[config.mk]
export PLATFORM = sky130hd
export DESIGN_NAME = rv32i_fetch_decode
export DESIGN_NICKNAME = d
export VERILOG_FILES = /design/src/rtl/rv32fd_pkg.sv /design/src/rtl/rv32i_fetch_decode.sv
export VERILOG_INCLUDE_DIRS = /design/src /design/src/rtl
export SDC_FILE = /design/constraint.sdc
export NUM_CORES = 1
export LEC_CHECK = 0
export BUFFER_PORTS_ARGS = -buffer_cell sky130_fd_sc_hd__buf_2
export CAP_MARGIN = 25
export CORE_ASPECT_RATIO = 0.6
export CORE_UTILIZATION = 53
export DETAILED_ROUTE_END_ITERATION = 7
export GPL_TIMING_DRIVEN = 0
export PLACE_DENSITY = 0.77
export SETUP_SLACK_MARGIN = 0.5
export SYNTH_ARGS = -nofsm -noshare
export SYNTH_HDL_FRONTEND = slang
export SYNTH_SLANG_ARGS = --single-unit
[constraint.sdc]
create_clock -name clk_i -period 9.2 [get_ports clk_i]
set_input_delay 0.92 -clock clk_i [delete_from_list [all_inputs] [get_ports clk_i]]
set_output_delay 0.92 -clock clk_i [all_outputs]
set_load 0.02 [all_outputs]
[src/rtl/rv32i_fetch_decode_assert.svh]
// ----------------------------------------------------------------------------
// rv32i_fetch_decode assertion macros
// Concurrent checks clocked on clk_i and held off during reset on rst_ni.
// ----------------------------------------------------------------------------
`ifndef RV32I_FETCH_DECODE_ASSERT_SVH
`define RV32I_FETCH_DECODE_ASSERT_SVH

`ifndef SYNTHESIS

// Property must hold at every clock edge outside reset.
`define FD_ASSERT(lbl, prop, msg) \
  lbl: assert property (@(posedge clk_i) disable iff (!rst_ni) (prop)) else $error(msg);

// Condition must never be seen at a clock edge outside reset.
`define FD_ASSERT_NEVER(lbl, cond, msg) \
  lbl: assert property (@(posedge clk_i) disable iff (!rst_ni) !(cond)) else $error(msg);

`else

`define FD_ASSERT(lbl, prop, msg)
`define FD_ASSERT_NEVER(lbl, cond, msg)

`endif

`endif

[src/rtl/rv32fd_pkg.sv]
`timescale 1ns / 1ps
// ----------------------------------------------------------------------------
// rv32fd_pkg
// Operation codes, opcode constants and the result word type of the
// RV32I fetch and decode stage.
// ----------------------------------------------------------------------------
package rv32fd_pkg;

  localparam logic [31:0] EXIT_WORD = 32'h0ff0_0513;

  localparam logic [6:0] OPC_LUI    = 7'b0110111;
  localparam logic [6:0] OPC_AUIPC  = 7'b0010111;
  localparam logic [6:0] OPC_JAL    = 7'b1101111;
  localparam logic [6:0] OPC_JALR   = 7'b1100111;
  localparam logic [6:0] OPC_BRANCH = 7'b1100011;
  localparam logic [6:0] OPC_LOAD   = 7'b0000011;
  localparam logic [6:0] OPC_STORE  = 7'b0100011;
  localparam logic [6:0] OPC_OP_IMM = 7'b0010011;
  localparam logic [6:0] OPC_OP     = 7'b0110011;

  localparam logic [6:0] FUNCT7_BASE = 7'b0000000;
  localparam logic [6:0] FUNCT7_ALT  = 7'b0100000;

  typedef enum logic [5:0] {
    OP_LUI     = 6'd0,
    OP_AUIPC   = 6'd1,
    OP_JAL     = 6'd2,
    OP_JALR    = 6'd3,
    OP_BEQ     = 6'd4,
    OP_BNE     = 6'd5,
    OP_BLT     = 6'd6,
    OP_BGE     = 6'd7,
    OP_BLTU    = 6'd8,
    OP_BGEU    = 6'd9,
    OP_LB      = 6'd10,
    OP_LH      = 6'd11,
    OP_LW      = 6'd12,
    OP_LBU     = 6'd13,
    OP_LHU     = 6'd14,
    OP_SB      = 6'd15,
    OP_SH      = 6'd16,
    OP_SW      = 6'd17,
    OP_ADDI    = 6'd18,
    OP_SLTI    = 6'd19,
    OP_SLTIU   = 6'd20,
    OP_XORI    = 6'd21,
    OP_ORI     = 6'd22,
    OP_ANDI    = 6'd23,
    OP_SLLI    = 6'd24,
    OP_SRLI    = 6'd25,
    OP_SRAI    = 6'd26,
    OP_ADD     = 6'd27,
    OP_SUB     = 6'd28,
    OP_SLL     = 6'd29,
    OP_SLT     = 6'd30,
    OP_SLTU    = 6'd31,
    OP_XOR     = 6'd32,
    OP_SRL     = 6'd33,
    OP_SRA     = 6'd34,
    OP_OR      = 6'd35,
    OP_AND     = 6'd36,
    OP_EXIT    = 6'd37,
    OP_ILLEGAL = 6'd38
  } op_kind_e;

  typedef struct packed {
    op_kind_e    op_kind;
    logic [4:0]  dest_reg;
    logic [4:0]  src1_reg;
    logic [4:0]  src2_reg;
    logic [31:0] immediate;
    logic [31:0] instr_addr;
    logic        predicted_taken;
    logic [31:0] jump_target;
    logic [31:0] mem_age;
  } res_t;

endpackage

[src/rtl/rv32i_fetch_decode.sv]
`timescale 1ns / 1ps
// ----------------------------------------------------------------------------
// rv32i_fetch_decode
// RV32I fetch and decode stage: program counter, decode, jump targets and
// load/store ordering.
// ----------------------------------------------------------------------------
// One instruction word is taken per clock cycle while in_stall_o is low;
// its decoded word is registered. Decode, the target adders and the
// next-pc choice sit in one combinational pass from the input ports into the
// program counter and the result register, so the next word is decoded
// against the updated pc with no bubble. A skid register behind the result
// register absorbs one word while the output is stalled; in_stall_o rises
// only once both are full. A flush word, a word seen while halted and a word
// flagged queue_full are taken but give no output word. The exit word halts
// fetch until the next flush.
// ----------------------------------------------------------------------------
`include "rv32i_fetch_decode_assert.svh"

module rv32i_fetch_decode (
  input  logic               clk_i,
  input  logic               rst_ni,
  input  logic               in_valid_i,
  output logic               in_stall_o,
  input  logic               flush_i,
  input  logic [31:0]        flush_target_i,
  input  logic [31:0]        instr_word_i,
  input  logic               predict_taken_i,
  input  logic               queue_full_i,
  input  logic [31:0]        jalr_base_i,
  output logic               out_valid_o,
  input  logic               out_stall_i,
  output logic [5:0]         op_kind_o,
  output logic [4:0]         dest_reg_o,
  output logic [4:0]         src1_reg_o,
  output logic [4:0]         src2_reg_o,
  output logic signed [31:0] immediate_o,
  output logic [31:0]        instr_addr_o,
  output logic               predicted_taken_o,
  output logic [31:0]        jump_target_o,
  output logic [31:0]        mem_age_o
);

  logic [31:0] pc_q, pc_d;
  logic        halted_q, halted_d;
  logic [31:0] mem_cnt_q, mem_cnt_d;

  logic        out_valid_q;
  logic        skid_valid_q;
  rv32fd_pkg::res_t out_q;
  rv32fd_pkg::res_t skid_q;
  rv32fd_pkg::res_t res;

  logic        in_acc;
  logic        emit;
  logic        out_free;

  logic [31:0] w;
  logic [6:0]  opcode;
  logic [2:0]  f3;
  logic [6:0]  f7;
  logic [31:0] imm_i, imm_s, imm_b, imm_u, imm_j;
  logic [31:0] imm;
  logic [31:0] pc_tgt;
  logic [31:0] jalr_sum;
  logic [31:0] tgt;
  logic [31:0] nxt_pc;
  rv32fd_pkg::op_kind_e opk;
  logic        is_branch;
  logic        memop;
  logic        is_exit;

  assign in_stall_o = skid_valid_q;
  assign in_acc     = in_valid_i & ~skid_valid_q;
  assign emit       = in_acc & ~flush_i & ~halted_q & ~queue_full_i;
  assign out_free   = ~out_valid_q | ~out_stall_i;

  assign w      = instr_word_i;
  assign opcode = w[6:0];
  assign f3     = w[14:12];
  assign f7     = w[31:25];

  assign imm_i = {{20{w[31]}}, w[31:20]};
  assign imm_s = {{20{w[31]}}, w[31:25], w[11:7]};
  assign imm_b = {{19{w[31]}}, w[31], w[7], w[30:25], w[11:8], 1'b0};
  assign imm_u = {w[31:12], 12'b0};
  assign imm_j = {{11{w[31]}}, w[31], w[19:12], w[20], w[30:21], 1'b0};

  // Decode opcode, funct3 and funct7 into the dense operation code.
  always_comb begin
    opk       = rv32fd_pkg::OP_ILLEGAL;
    is_branch = 1'b0;
    memop     = 1'b0;
    case (opcode)
      rv32fd_pkg::OPC_LUI:   opk = rv32fd_pkg::OP_LUI;
      rv32fd_pkg::OPC_AUIPC: opk = rv32fd_pkg::OP_AUIPC;
      rv32fd_pkg::OPC_JAL:   opk = rv32fd_pkg::OP_JAL;
      rv32fd_pkg::OPC_JALR: begin
        if (f3 == 3'd0) opk = rv32fd_pkg::OP_JALR;
      end
      rv32fd_pkg::OPC_BRANCH: begin
        is_branch = 1'b1;
        case (f3)
          3'd0:    opk = rv32fd_pkg::OP_BEQ;
          3'd1:    opk = rv32fd_pkg::OP_BNE;
          3'd4:    opk = rv32fd_pkg::OP_BLT;
          3'd5:    opk = rv32fd_pkg::OP_BGE;
          3'd6:    opk = rv32fd_pkg::OP_BLTU;
          3'd7:    opk = rv32fd_pkg::OP_BGEU;
          default: is_branch = 1'b0;
        endcase
      end
      rv32fd_pkg::OPC_LOAD: begin
        memop = 1'b1;
        case (f3)
          3'd0:    opk = rv32fd_pkg::OP_LB;
          3'd1:    opk = rv32fd_pkg::OP_LH;
          3'd2:    opk = rv32fd_pkg::OP_LW;
          3'd4:    opk = rv32fd_pkg::OP_LBU;
          3'd5:    opk = rv32fd_pkg::OP_LHU;
          default: memop = 1'b0;
        endcase
      end
      rv32fd_pkg::OPC_STORE: begin
        memop = 1'b1;
        case (f3)
          3'd0:    opk = rv32fd_pkg::OP_SB;
          3'd1:    opk = rv32fd_pkg::OP_SH;
          3'd2:    opk = rv32fd_pkg::OP_SW;
          default: memop = 1'b0;
        endcase
      end
      rv32fd_pkg::OPC_OP_IMM: begin
        case (f3)
          3'd0: opk = rv32fd_pkg::OP_ADDI;
          3'd1: begin
            if (f7 == rv32fd_pkg::FUNCT7_BASE) opk = rv32fd_pkg::OP_SLLI;
          end
          3'd2: opk = rv32fd_pkg::OP_SLTI;
          3'd3: opk = rv32fd_pkg::OP_SLTIU;
          3'd4: opk = rv32fd_pkg::OP_XORI;
          3'd5: begin
            if (f7 == rv32fd_pkg::FUNCT7_BASE)     opk = rv32fd_pkg::OP_SRLI;
            else if (f7 == rv32fd_pkg::FUNCT7_ALT) opk = rv32fd_pkg::OP_SRAI;
          end
          3'd6:    opk = rv32fd_pkg::OP_ORI;
          default: opk = rv32fd_pkg::OP_ANDI;
        endcase
      end
      rv32fd_pkg::OPC_OP: begin
        if (f7 == rv32fd_pkg::FUNCT7_BASE) begin
          case (f3)
            3'd0:    opk = rv32fd_pkg::OP_ADD;
            3'd1:    opk = rv32fd_pkg::OP_SLL;
            3'd2:    opk = rv32fd_pkg::OP_SLT;
            3'd3:    opk = rv32fd_pkg::OP_SLTU;
            3'd4:    opk = rv32fd_pkg::OP_XOR;
            3'd5:    opk = rv32fd_pkg::OP_SRL;
            3'd6:    opk = rv32fd_pkg::OP_OR;
            default: opk = rv32fd_pkg::OP_AND;
          endcase
        end else if (f7 == rv32fd_pkg::FUNCT7_ALT) begin
          if (f3 == 3'd0)      opk = rv32fd_pkg::OP_SUB;
          else if (f3 == 3'd5) opk = rv32fd_pkg::OP_SRA;
        end
      end
      default: opk = rv32fd_pkg::OP_ILLEGAL;
    endcase
  end

  // Pick the immediate of the instruction format; zero for R-type and illegal.
  always_comb begin
    imm = '0;
    if (opk != rv32fd_pkg::OP_ILLEGAL) begin
      case (opcode)
        rv32fd_pkg::OPC_LUI,
        rv32fd_pkg::OPC_AUIPC:  imm = imm_u;
        rv32fd_pkg::OPC_JAL:    imm = imm_j;
        rv32fd_pkg::OPC_BRANCH: imm = imm_b;
        rv32fd_pkg::OPC_STORE:  imm = imm_s;
        rv32fd_pkg::OPC_JALR,
        rv32fd_pkg::OPC_LOAD,
        rv32fd_pkg::OPC_OP_IMM: imm = imm_i;
        default:                imm = '0;
      endcase
    end
  end

  assign is_exit  = (w == rv32fd_pkg::EXIT_WORD);
  assign pc_tgt   = pc_q + imm;
  assign jalr_sum = jalr_base_i + imm;

  always_comb begin
    tgt    = '0;
    nxt_pc = pc_q + 32'd4;
    if (opk == rv32fd_pkg::OP_JAL) begin
      tgt    = pc_tgt;
      nxt_pc = pc_tgt;
    end else if (opk == rv32fd_pkg::OP_JALR) begin
      tgt    = {jalr_sum[31:1], 1'b0};
      nxt_pc = {jalr_sum[31:1], 1'b0};
    end else if (is_branch && predict_taken_i) begin
      tgt    = pc_tgt;
      nxt_pc = pc_tgt;
    end
  end

  always_comb begin
    res.op_kind         = is_exit ? rv32fd_pkg::OP_EXIT : opk;
    res.dest_reg        = w[11:7];
    res.src1_reg        = w[19:15];
    res.src2_reg        = w[24:20];
    res.immediate       = imm;
    res.instr_addr      = pc_q;
    res.predicted_taken = predict_taken_i;
    res.jump_target     = tgt;
    res.mem_age         = memop ? mem_cnt_q : 32'd0;
  end

  always_comb begin
    pc_d      = pc_q;
    halted_d  = halted_q;
    mem_cnt_d = mem_cnt_q;
    if (in_acc && flush_i) begin
      pc_d     = flush_target_i;
      halted_d = 1'b0;
    end else if (emit) begin
      pc_d = nxt_pc;
      if (is_exit) halted_d = 1'b1;
      if (memop)   mem_cnt_d = mem_cnt_q + 32'd1;
    end
  end

  always_ff @(posedge clk_i or negedge rst_ni) begin
    if (!rst_ni) begin
      pc_q         <= '0;
      halted_q     <= 1'b0;
      mem_cnt_q    <= '0;
      out_valid_q  <= 1'b0;
      skid_valid_q <= 1'b0;
    end else begin
      pc_q      <= pc_d;
      halted_q  <= halted_d;
      mem_cnt_q <= mem_cnt_d;
      if (out_free) begin
        // Drain the skid word first; no new word arrives while it is full.
        if (skid_valid_q) begin
          out_valid_q  <= 1'b1;
          skid_valid_q <= 1'b0;
        end else begin
          out_valid_q <= emit;
        end
      end else if (emit) begin
        skid_valid_q <= 1'b1;
      end
    end
  end

  always_ff @(posedge clk_i) begin
    if (out_free) begin
      if (skid_valid_q) out_q <= skid_q;
      else if (emit)    out_q <= res;
    end else if (emit) begin
      skid_q <= res;
    end
  end

  assign out_valid_o       = out_valid_q;
  assign op_kind_o         = out_q.op_kind;
  assign dest_reg_o        = out_q.dest_reg;
  assign src1_reg_o        = out_q.src1_reg;
  assign src2_reg_o        = out_q.src2_reg;
  assign immediate_o       = signed'(out_q.immediate);
  assign instr_addr_o      = out_q.instr_addr;
  assign predicted_taken_o = out_q.predicted_taken;
  assign jump_target_o     = out_q.jump_target;
  assign mem_age_o         = out_q.mem_age;

  `FD_ASSERT_NEVER(a_skid_without_out, skid_valid_q && !out_valid_q, "skid word without output word")
  `FD_ASSERT(a_halt_holds_pc, (in_acc && halted_q && !flush_i) |=> $stable(pc_q), "pc moved while halted")
  `FD_ASSERT(a_exit_halts, (emit && is_exit) |=> halted_q, "exit word did not halt fetch")
  `FD_ASSERT(a_age_steps, (emit && memop) |=> (mem_cnt_q == $past(mem_cnt_q) + 32'd1), "age count did not advance")

endmodule
[Yosys cells after proc, flatten, opt, wreduce, memory -nomap -nowiden]
Cells that the tools add are included.
Word-level totals
  flip-flop bits (word level): 367
  input bits: 103
  output and inout port bits: 152
  word-level logic and storage cells: 117
Operators by class
  add/subtract/negate cells: 4
  equal/unequal tests: 21
  multiplexer cells: 39
  bitwise gates (word level): 13
  reductions and logical operators: 17
Operators with widths (number)
  2-to-1 mux 32 bit: 10
  2-to-1 mux 150 bit: 2
  one-hot mux 32 bit (5 select lines): 1
  one-hot mux 6 bit (7 select lines): 2
  adder 32 bit: 2
  one-hot mux 6 bit (9 select lines): 1
  2-to-1 mux 6 bit: 8
  one-hot mux 6 bit (6 select lines): 1
  adder 32 x 1 -> 32 bit (second input constant): 1
  adder 32 x 3 -> 32 bit (second input constant): 1
  equality test 32 x 28 -> 1 bit (second input constant): 1
  one-hot mux 6 bit (5 select lines): 1
  equality test 7 x 6 -> 1 bit (second input constant): 4
  equality test 7 bit (second input constant): 3
  one-hot mux 6 bit (3 select lines): 1
  equality test 7 x 5 -> 1 bit (second input constant): 2
  equality test 3 bit (second input constant): 4
  equality test 6 x 2 -> 1 bit (second input constant): 2
  2-to-1 mux 1 bit: 10
  inverter 1 bit: 8
  nonzero test 2 bit: 4
  equality test 7 x 2 -> 1 bit (second input constant): 1
  logical NOT 7 bit: 1
  equality test 3 x 2 -> 1 bit (second input constant): 2
  other kinds (14): 21

[Depth between registers and ports, before layout]
Gate-level depths: netlist (run 1).
  depth after elaboration: 14
  mapped depth: 28
  mapped depth without buffers: 23

[Worst setup path before layout (run 1)]
No wires, ideal clock.
  path type: input -> register
  from: input port flush_i
  to: register out_q, in the netlist dest_reg_o[0] (enable)
  library setup time: 0.710 ns
  arrival: 9.345 ns
  data required time: 8.490 ns
  path slack: -0.854 ns
  stages: 5
  buffers on the path: 2
  cells stage by stage: nor4_1 -> clkbuf_1 -> clkbuf_1 -> nor2_1 -> a21oi_1
On the way
  word-level cells in the longest chain between the ends: 6
RTL lines
  start, declared: RTL line rv32i_fetch_decode.sv:24  | input logic flush_i,
  inverter 1 bit: RTL line rv32i_fetch_decode.sv:74  | assign emit = in_acc & ~flush_i & ~halted_q & ~queue_full_i;
  bitwise AND 1 bit (3 in series): RTL line rv32i_fetch_decode.sv:74
  nonzero test 2 bit (no line)
  AND reduction 2 bit (no line)
  end signal, assigned: RTL line rv32i_fetch_decode.sv:260  | if (skid_valid_q) out_q <= skid_q;
  end signal, assigned: RTL line rv32i_fetch_decode.sv:261  | else if (emit) out_q <= res;
  end, declared: RTL line rv32i_fetch_decode.sv:49  | rv32fd_pkg::res_t out_q;
Every way passes these cells.
A chain may end at the register's enable or synchronous reset.

==> results.txt, run 1 <==
GRT Residual Overflow: 0
H-Tree Depth: 2
routed len/inst: 24.5 um
Setup Viol. Count Final: 0
Seq/Total Area, Yosys: 54.3%
Synth-to-Final Area Change: 16.7%
FILL cells: 2828
Die Y: 151 um
pre-CTS WS: 1.00 ns
EDFF count, synth: 300
initial antenna violation count: 6
final critical-path required period: 8.10 ns
highest clock rate: 0.123 GHz
die width: 251 um
clk_lat worst skew: 0.55 ns
# Max-Cap Violations: 0
first-pass GRT wire length: 87600 um
leakage: 9.24 nW
Pins Over Slew Limit: 0
yosys warns: 0
Layout Skew: 0.0269 ns
multi-input logic area: 0.00861 sq mm
post-route setup slack: 1.10 ns
number of gates resized after CTS: 0
CTS tree: built
critical path peak fanout: 10
vias in the first global route: 14100
FF/Latch Area: 0.0107 sq mm
GP Congestion: 0.997
status: finished, final reports clean
commonest cells in the netlist: 300 x edfxtp_1, 141 x mux2_2, 123 x nand2_1
Peak VDD IR: 0.134 mV
FP Rows: 54
root buf cell: clkbuf_16
total routing usage reported by global routing: 31.1%
Antenna Violating Nets Remaining: 0
Initial Util: 54.0%
worst min-delay path category: reg2reg
First-pass DRT Iterations: 5
hpwl dp: 45700 um
Worst-path clk slew: 0.06 ns
total core area: 0.0364 sq mm
Setup CP Type: in2reg
total CTS buffers: 35
cts hold-fix bufs: 0
post-synthesis cell count: 1642
Reg-to-Reg End: mem_cnt_q[29]
Synth area leader: edfxtp_1
RSZ-0062 raised after global routing: no
Overall Power: 3.82 mW
Clock Power Share: 39.0%
share of cells above drive strength 1: 25.7%
top-count cell post-synth: edfxtp_1
RR Startpoint: in_stall_o
required time worst endpoint: 9.61 ns
Sw Ratio: 25.2%
Clock Tree Buf Depth: 3
fin crit share: 88.0%
Synth top area share: 45.8%
Post-Syn Area: 0.0197 sq mm
Ports: 255
met2 routed WL: 24200 um
syn nets: 1816
ys async rst share: 18.3%
sw power: 964 uW
top_reg_cell synth: edfxtp_1
measured slew at the worst slew-check pin: 1.12 ns
CP Capture Point: jump_target_o[31]
syn_area_per_cell: 12.0 sq um
startpoint types: primary input
Routed WL: 60000 um
largest net degree at the start of global routing: 68
r2r worst-path depth: 11
Seq pwr share: 50.0%
# placed instances: 2382
Crit. End Element: flip-flop
FF-to-FF setup slack: 4.34 ns
TNS Setup: 0 ns
Worst Path Arrival: 8.51 ns
WL met3: 7330 um
Top Layer Used: met5
Layout Nets: 2118
met1 WL: 27100 um
vias per inst: 6.26
relative slew slack: 24.4%
clk sinks: 367
Crit. Startpoint: instr_word_i[13]
1st-iter DRT viols: 1733
IO Port Bufs: 252
PD cells: 166 mW/mm^2
Int Power: 2.86 mW
vias: 15400
top post-synthesis cells by area: edfxtp_1 46%, dfrtp_1 8.5%, mux2_2 8.1%
Netlist cell types: 91
Final Core Density: 63.0%
Layout Cells excl Fill: 2452
Post-route DRC: 0
Logic pwr share: 11.0%
Seq cells post-synth: 367
endpoints failing hold: 0
post-CTS setup buffers: 0
die area: 0.0379 sq mm
==> stage by stage <==
step	instance area (sq um)	hold slack (ns)
final	22900	0.466
after global routing	22900	0.506
after CTS	22900	0.468
after detailed placement	21800	0.460
after global placement	21500	0.456
after floorplan	19700	0.437
==> power by group through the flow <==
stage | Combinational (mW) | Clock, mW | Sequential [mW]
final | 0.419 | 1.49 | 1.91
after global routing | 0.449 | 1.57 | 1.91
after CTS | 0.410 | 1.50 | 1.91
after detailed placement | 0.407 | 0 | 1.94
after global placement | 0.391 | 0 | 1.95
after floorplan | 0.229 | 0 | 1.96
==> how the worst min path moves through the flow <==
stage	cells after the start	endpoint	startpoint	slack, ns
after floorplan	1	mem_cnt_q[31]	mem_cnt_q[31]	0.44
after global placement	1	mem_cnt_q[31]	mem_cnt_q[31]	0.46
after detailed placement	1	mem_cnt_q[31]	mem_cnt_q[31]	0.46
after CTS	1	mem_cnt_q[31]	mem_cnt_q[31]	0.47
after global routing	1	mem_cnt_q[29]	mem_cnt_q[29]	0.51
final	1	mem_cnt_q[31]	mem_cnt_q[31]	0.47
==> worst max-delay path, cell delays in order <==
cell and delay [ns]:
buf_2 0.16, buf_2 0.25, buf_2 0.27, inv_1 0.13
ha_1 0.26, o2111a_1 0.32, a221oi_1 0.57, o311ai_1 0.37
nor4b_2 0.45, and2_1 0.18, buf_4 0.15, buf_4 0.20
nand2b_1 0.15, buf_2 0.27, a21oi_1 0.19, ha_1 0.49
and4_1 0.27, nor2b_1 0.36, a221oi_1 0.14, o21bai_1 0.32
a21oi_1 0.09, o2bb2ai_1 0.35, nor4b_1 0.63, nor3_1 0.12
o32ai_1 0.57, mux2_2 0.28
==> placed cells by master (no fill, tap or decap), drive strengths merged, types with 6 or more instances in the layout <==
cell,count
a211oi,17
a21o,53
a21oi,71
a221oi,7
a311oi,6
a31oi,16
and2,46
and3,18
buf,282
clkbuf,104
clkinv,8
dfrtp,67
edfxtp,300
ha,69
inv,27
mux2,142
nand2,124
nand2b,14
nand3,53
nand3b,6
nand4,21
nor2,83
nor2b,13
nor3,30
nor3b,6
nor4,14
o21a,17
o21ai,94
o22ai,17
o31ai,15
o32ai,8
or2,8
or3,9
or4,7
xnor2,63
xor2,39
==> routing by layer <==
metal	GRT usage, %	up-vias
met5	0.909	-
met4	8.53	4
met3	10.3	99
met2	42.6	843
met1	46.4	7516
li1	-	6895
==> registers in the layout (all words and copies together), names as in the netlist, 6 cells and up <==
| signal | count |
|---|---|
| jump_target_o | 32 |
| op_kind_o | 6 |
| instr_addr_o | 32 |
| mem_cnt_q | 32 |
| mem_age_o | 32 |
| pc_q | 32 |
| immediate_o | 32 |
| skid_q | 150 |
==> cells by family (layout without fill, tap and decap cells) <==
kind of cell	after synthesis	count (layout)	synth area share, %
compound gates	394	394	13.7
xor+xnor	102	102	4.54
fa+ha+maj	72	72	4.64
buf+inv	95	424	2.00
flops	367	367	54.3
mux	143	143	8.18
other cells	0	5	0
simple gates	469	469	12.6
==> area by class of cell <==
class,instances,share of cell area (%)
diodes,5,0.0545
plain buffers,69,1.29
clock buffers,52,4.36
clock inverters,12,0.665
inverters,26,0.425
multi-input cells,1180,37.5
flip-flops and latches,367,46.6
well taps,476,2.60
repair buffers,265,6.54
No activity file was read; power rests on OpenSTA's default activity.
==> run 2: changes to the inputs <==
--- a/config.mk
+++ b/config.mk
@@ -10,9 +10,11 @@
 export CAP_MARGIN = 25
 export CORE_ASPECT_RATIO = 0.6
 export CORE_UTILIZATION = 53
+export CTS_CLUSTER_DIAMETER = 150
 export DETAILED_ROUTE_END_ITERATION = 7
 export GPL_TIMING_DRIVEN = 0
 export PLACE_DENSITY = 0.77
+export REMOVE_ABC_BUFFERS = 1
 export SETUP_SLACK_MARGIN = 0.5
 export SYNTH_ARGS = -nofsm -noshare
 export SYNTH_HDL_FRONTEND = slang
==> run 2 against run 1 <==
  * Count of clock-buffer cells in the layout shrank 9
  * Hold slack lost 0.12 ns
  * Via count shrank 2.7%
  * Wire length shrank 7.8%
  * Sequential share of layout area grew 0.22 points
==> results.txt, run 2 (same netlist as run 1, synthesis figures left out) <==
FILL cells: 2845 (was 2828)
max FFs per register: 150 (unchanged)
commonest cells after routing, fill and taps aside: 300 x edfxtp_1, 254 x buf_2, 141 x mux2_2, 123 x nand2_1, 80 x nor2_1 (was 300 x edfxtp_1, 262 x buf_2, 141 x mux2_2, 123 x nand2_1, 81 x nor2_1)
cts hold-fix bufs: 0 (unchanged)
clk_lat worst skew: 0.54 ns (was 0.55 ns)
IO Port Bufs: 254 (was 252)
post-CTS setup buffers: 0 (unchanged)
most common cell after layout, fill and taps aside: edfxtp_1 (unchanged)
Worst Path Arrival: 8.21 ns (was 8.51 ns)
Initial Util: 54.0% (unchanged)
Ports: 255 (unchanged)
met2 routed WL: 23200 um (was 24200 um)
FP Rows: 54 (unchanged)
vias per inst: 6.22 (was 6.26)
measured slew at the worst slew-check pin: 0.987 ns (was 1.12 ns)
GP Congestion: 0.987 (was 0.997)
H-Tree Depth: 2 (unchanged)
Setup CP Type: in2reg (unchanged)
1st-iter DRT viols: 1672 (was 1733)
WL met3: 5070 um (was 7330 um)
share of cells above drive strength 1: 26.7% (was 25.7%)
hpwl dp: 41700 um (was 45700 um)
Layout Nets: 2065 (was 2118)
die width: 251 um (unchanged)
routed len/inst: 23.0 um (was 24.5 um)
First-pass DRT Iterations: 5 (unchanged)
Synth-to-Final Area Change: 16.2% (was 16.7%)
Layout Skew: 0.0151 ns (was 0.0269 ns)
number of gates resized after CTS: 0 (unchanged)
CTS tree: built (unchanged)
largest net degree at the start of global routing: 68 (unchanged)
Setup Viol. Count Final: 0 (unchanged)
root buf cell: clkbuf_16 (unchanged)
total routing usage reported by global routing: 29.0% (was 31.1%)
vias in the first global route: 14000 (was 14100)
initial antenna violation count: 6 (unchanged)
required time worst endpoint: 9.48 ns (was 9.61 ns)
first-pass GRT wire length: 83400 um (was 87600 um)
Post-route DRC: 0 (unchanged)
Biggest register: skid_q (unchanged)
Peak VDD IR: 0.112 mV (was 0.134 mV)
Top Layer Used: met5 (unchanged)
relative slew slack: 33.9% (was 24.4%)
GRT Residual Overflow: 0 (unchanged)
die area: 0.0379 sq mm (unchanged)
critical path peak fanout: 23 (was 10)
final critical-path required period: 7.93 ns (was 8.10 ns)
endpoints failing hold: 0 (unchanged)
RSZ-0062 raised after global routing: no (unchanged)
Antenna Violating Nets Remaining: 0 (unchanged)
final hold slack: 0.344 ns (was 0.466 ns)
vias: 14900 (was 15400)
Die Y: 151 um (unchanged)
Crit. End Element: flip-flop (unchanged)
clk sinks: 367 (unchanged)
fin crit share: 86.2% (was 88.0%)
total core area: 0.0364 sq mm (unchanged)
highest clock rate: 0.126 GHz (was 0.123 GHz)
Final Core Density: 62.7% (was 63.0%)
Worst-path clk slew: 0.06 ns (about the same)
# Max-Cap Violations: 0 (unchanged)
PD cells: 164 mW/mm^2 (was 166 mW/mm^2)
worst min-delay path category: in2async (was reg2reg)
total CTS buffers: 36 (was 35)
startpoint types: primary input (unchanged)
Clock Tree Buf Depth: 3 (unchanged)
met1 WL: 25700 um (was 27100 um)
leakage: 9.20 nW (was 9.24 nW)
status: finished, final reports clean (unchanged)
Pins Over Slew Limit: 0 (unchanged)
Routed WL: 55300 um (was 60000 um)
FF-to-FF setup slack: 3.80 ns (was 4.34 ns)
run 2: cell count changes in the layout (fill, tap and decap cells not counted), moves of 4 or more:
cell / before / now
clkinvlp_4: 0 / 5
clkinv_1: 1 / 5
buf_2: 262 / 254
clkbuf_1: 64 / 5
buf_4: 10 / 6
run 2: power breakdown:
| part | switching (mW) | internal (mW) | leakage [nW] |
|---|---|---|---|
| logic | 0.245 | 0.158 | 4.91 |
| registers | 0.0575 | 1.85 | 3.75 |
| clock network | 0.659 | 0.784 | 0.540 |
run 2: path summary, 6_finish.rpt:
kind,from,end,cells past startpoint
max,instr_word_i[13],jump_target_o[30],22
min,rst_ni,mem_cnt_q[15],1
max reg2reg,in_stall_o,mem_cnt_q[29],11
min reg2reg,mem_cnt_q[31],mem_cnt_q[31],1
max in group asynchronous,rst_ni,mem_cnt_q[7],2
min in group clk_i,mem_cnt_q[31],mem_cnt_q[31],1
run 2: through the flow:
stage / TNS, ns / std cells / setup WS [ns] / area [sq um] / total power, mW
finish: 0 / 2400 / 1.27 / 22800 / 3.75
global placement: -2625.39 / 2303 / -11.37 / 21200 / 2.33
global route: 0 / 2398 / 1.06 / 22800 / 3.87
detailed placement: 0 / 2327 / 1.08 / 21700 / 2.34
floorplan: -845.62 / 1573 / -4.37 / 19400 / 2.19
CTS: 0 / 2392 / 1.59 / 22800 / 3.77
run 2: critical path: stages:
cell and delay [ns]:
buf_2 0.39, inv_1 0.17, ha_1 0.28, o311ai_0 0.49
o221ai_1 0.44, inv_1 0.20, o41a_1 0.29, and2_1 0.62
nand2b_1 0.46, nor2b_1 0.19, ha_1 0.26, fa_1 0.45
a21o_1 0.20, a21o_1 0.21, a21oi_1 0.35, nor4_1 0.13
a211oi_1 0.67, o31ai_1 0.35, a221oi_1 0.41, xor2_1 0.23
o32ai_1 0.17, mux2_2 0.32
run 2: layout make-up:
type	count	area, sq um	share of cell area (%)
flip-flops and latches	367	10700	46.8
multi-input cells	1180	8630	37.8
repair buffers	280	1700	7.42
clock buffers	43	958	4.19
well taps	476	596	2.61
clock inverters	22	166	0.728
inverters	26	97.6	0.427
diodes	6	15.0	0.0657
run 2: per-layer routing:
layer	track usage [%]	vias up
li1	-	6806
met1	44.5	7321
met2	41.3	720
met3	5.60	86
met4	8.28	2
met5	0	-
==> run 3: changes to the inputs <==
--- a/config.mk
+++ b/config.mk
@@ -8,13 +8,11 @@
 export LEC_CHECK = 0
 export BUFFER_PORTS_ARGS = -buffer_cell sky130_fd_sc_hd__buf_2
 export CAP_MARGIN = 25
-export CORE_ASPECT_RATIO = 0.6
 export CORE_UTILIZATION = 53
 export CTS_CLUSTER_DIAMETER = 150
 export DETAILED_ROUTE_END_ITERATION = 7
 export GPL_TIMING_DRIVEN = 0
 export PLACE_DENSITY = 0.77
-export REMOVE_ABC_BUFFERS = 1
 export SETUP_SLACK_MARGIN = 0.5
 export SYNTH_ARGS = -nofsm -noshare
 export SYNTH_HDL_FRONTEND = slang
==> run 3 against run 2 <==
  * Fmax increased by 4.3%
  * Critical path type unchanged
  * Critical endpoint is now jump_target_o[29]
  * Core utilization increased by 0.29 points
  * Global-route usage increased by 1.6 points
  * Non-clock buffer count increased by 55
  * Flip-flop and latch count unchanged
  * Highest routed layer is now met4
  * Critical path depth increased by 3
  * Largest power group unchanged
==> results.txt, run 3 (same netlist as run 1, synthesis figures left out) <==
status: finished, final reports clean (unchanged)
PD cells: 169 mW/mm^2 (was 164 mW/mm^2)
CTS tree: built (unchanged)
initial antenna violation count: 3 (was 6)
hpwl dp: 44300 um (was 41700 um)
design area: 0.0230 sq mm (was 0.0228 sq mm)
clk sinks: 367 (unchanged)
Seq pwr share: 49.4% (was 50.9%)
largest delay contributor family on the critical path: compound AO/OA/AOI/OAI gates (unchanged)
GP Congestion: 0.940 (was 0.987)
# Max-Cap Violations: 0 (unchanged)
GRT Residual Overflow: 0 (unchanged)
Layout Nets: 2123 (was 2065)
final critical-path required period: 7.60 ns (was 7.93 ns)
1st-iter DRT viols: 1374 (was 1672)
Post-route DRC: 0 (unchanged)
Overall Power: 3.89 mW (was 3.75 mW)
total routing usage reported by global routing: 30.5% (was 29.0%)
sw power: 963 uW (was 961 uW)
vias in the first global route: 14900 (was 14000)
Initial Util: 53.9% (was 54.0%)
Antenna Violating Nets Remaining: 0 (unchanged)
number of gates resized after CTS: 0 (unchanged)
total core area: 0.0365 sq mm (was 0.0364 sq mm)
die area: 0.0379 sq mm (about the same)
Setup CP Type: in2reg (unchanged)
FP Rows: 70 (was 54)
Sw Ratio: 24.8% (was 25.6%)
share of cells above drive strength 1: 25.8% (was 26.7%)
commonest cells after routing, fill and taps aside: 300 x edfxtp_1, 265 x buf_2, 141 x mux2_2, 123 x nand2_1, 81 x nor2_1 (was 300 x edfxtp_1, 254 x buf_2, 141 x mux2_2, 123 x nand2_1, 80 x nor2_1)
Setup Viol. Count Final: 0 (unchanged)
post-CTS setup buffers: 0 (unchanged)
Peak VDD IR: 0.139 mV (was 0.112 mV)
Synth-to-Final Area Change: 17.0% (was 16.2%)
r2r worst-path depth: 11 (unchanged)
GR Util met3: 4.65% (was 5.60%)
Worst-path clk slew: 0.06 ns (about the same)
cts hold-fix bufs: 0 (unchanged)
Clock Tree Buf Depth: 3 (unchanged)
vias per inst: 6.16 (was 6.22)
grt met1 use: 41.7% (was 44.5%)
FF-to-FF setup slack: 4.62 ns (was 3.80 ns)
Layout Cells excl Fill: 2448 (was 2400)
Routed WL: 58000 um (was 55300 um)
vias: 15100 (was 14900)
Logic pwr share: 10.5% (was 10.7%)
fin crit share: 82.7% (was 86.2%)
First-pass DRT Iterations: 5 (unchanged)
first-pass GRT wire length: 87900 um (was 83400 um)
Pins Over Slew Limit: 0 (unchanged)
measured slew at the worst slew-check pin: 1.04 ns (was 0.987 ns)
routed len/inst: 23.7 um (was 23.0 um)
Crit. End Element: flip-flop (unchanged)
die width: 195 um (was 251 um)
hold path cells: 1
Die Y: 195 um (was 151 um)
H-Tree Depth: 2 (unchanged)
relative slew slack: 30.6% (was 33.9%)
Biggest register: skid_q (unchanged)
Int Power: 2.92 mW (was 2.79 mW)
Ports: 255 (unchanged)
RSZ-0062 raised after global routing: no (unchanged)
busiest grt layer: met2 (was met1)
leakage: 9.28 nW (was 9.20 nW)
met2 usage: 48.8% (was 41.3%)
startpoint types: primary input (unchanged)
CP max stage delay: 0.73 ns (was 0.67 ns)
largest net degree at the start of global routing: 68 (unchanged)
Final Core Density: 63.0% (was 62.7%)
# placed instances: 2373 (was 2327)
total CTS buffers: 39 (was 36)
IO Port Bufs: 252 (was 254)
Max stage delay cell, worst path: o41ai_2 (was a211oi_1)
critical path depth in cells: 25 (was 22)
root buf cell: clkbuf_16 (unchanged)
area post-placement: 0.0217 sq mm (about the same)
Layout Skew: 0.0228 ns (was 0.0151 ns)
Clock Power Share: 40.1% (was 38.4%)
clk_lat worst skew: 0.55 ns (was 0.54 ns)
endpoints failing hold: 0 (unchanged)
most common cell after layout, fill and taps aside: edfxtp_1 (unchanged)
max FFs per register: 150 (unchanged)
worst min-delay path category: reg2reg (was in2async)
required time worst endpoint: 9.61 ns (was 9.48 ns)
Worst Path Arrival: 8.02 ns (was 8.21 ns)
critical path's most frequent cell: buf_2
WP buf/inv: 7 (was 3)
critical path peak fanout: 10 (was 23)
highest clock rate: 0.132 GHz (was 0.126 GHz)
TNS Setup: 0 ns (unchanged)
==> run 3: worst paths after layout <==
check	startpoint	endpoint
worst max-delay path	instr_word_i[13]	jump_target_o[29]
worst min-delay path	mem_cnt_q[31]	mem_cnt_q[31]
worst max register to register	in_stall_o	mem_cnt_q[31]
worst min register to register	mem_cnt_q[31]	mem_cnt_q[31]
max in group asynchronous	rst_ni	pc_q[25]
min in group asynchronous	rst_ni	mem_cnt_q[3]
==> run 3: cell type report <==
class | instances | area (sq um)
clock buffers | 56 | 1090
multi-input cells | 1180 | 8610
well taps | 468 | 586
fillers | 2835 | 13500
repair buffers | 266 | 1480
diodes | 2 | 5.00
inverters | 26 | 97.6
clock inverters | 14 | 165
plain buffers | 69 | 295
flip-flops and latches | 367 | 10700
==> run 3: power groups by stage <==
| stage | clock network (mW) | logic, mW | registers, mW |
|---|---|---|---|
| finish | 1.56 | 0.408 | 1.92 |
| global route | 1.64 | 0.444 | 1.92 |
| CTS | 1.58 | 0.404 | 1.92 |
| detailed placement | 0 | 0.400 | 1.95 |
| global placement | 0 | 0.387 | 1.96 |
| floorplan | 0 | 0.229 | 1.96 |
==> run 3: through the flow <==
step / hold slack [ns] / setup WS [ns]
finish: 0.478 / 1.60
global route: 0.492 / 1.32
global placement: 0.453 / 0.117
detailed placement: 0.471 / 1.21
CTS: 0.483 / 1.76
floorplan: 0.437 / 2.55
==> run 3: layer usage <==
metal / part of all wire, % / wire, um / up-vias
met1: 42 / 24600 / 7380
li1: - / - / 6901
met3: 7.1 / 4100 / 123
met5: 0 / 0 / -
met4: 4.0 / 2300 / 0
met2: 46 / 26900 / 669
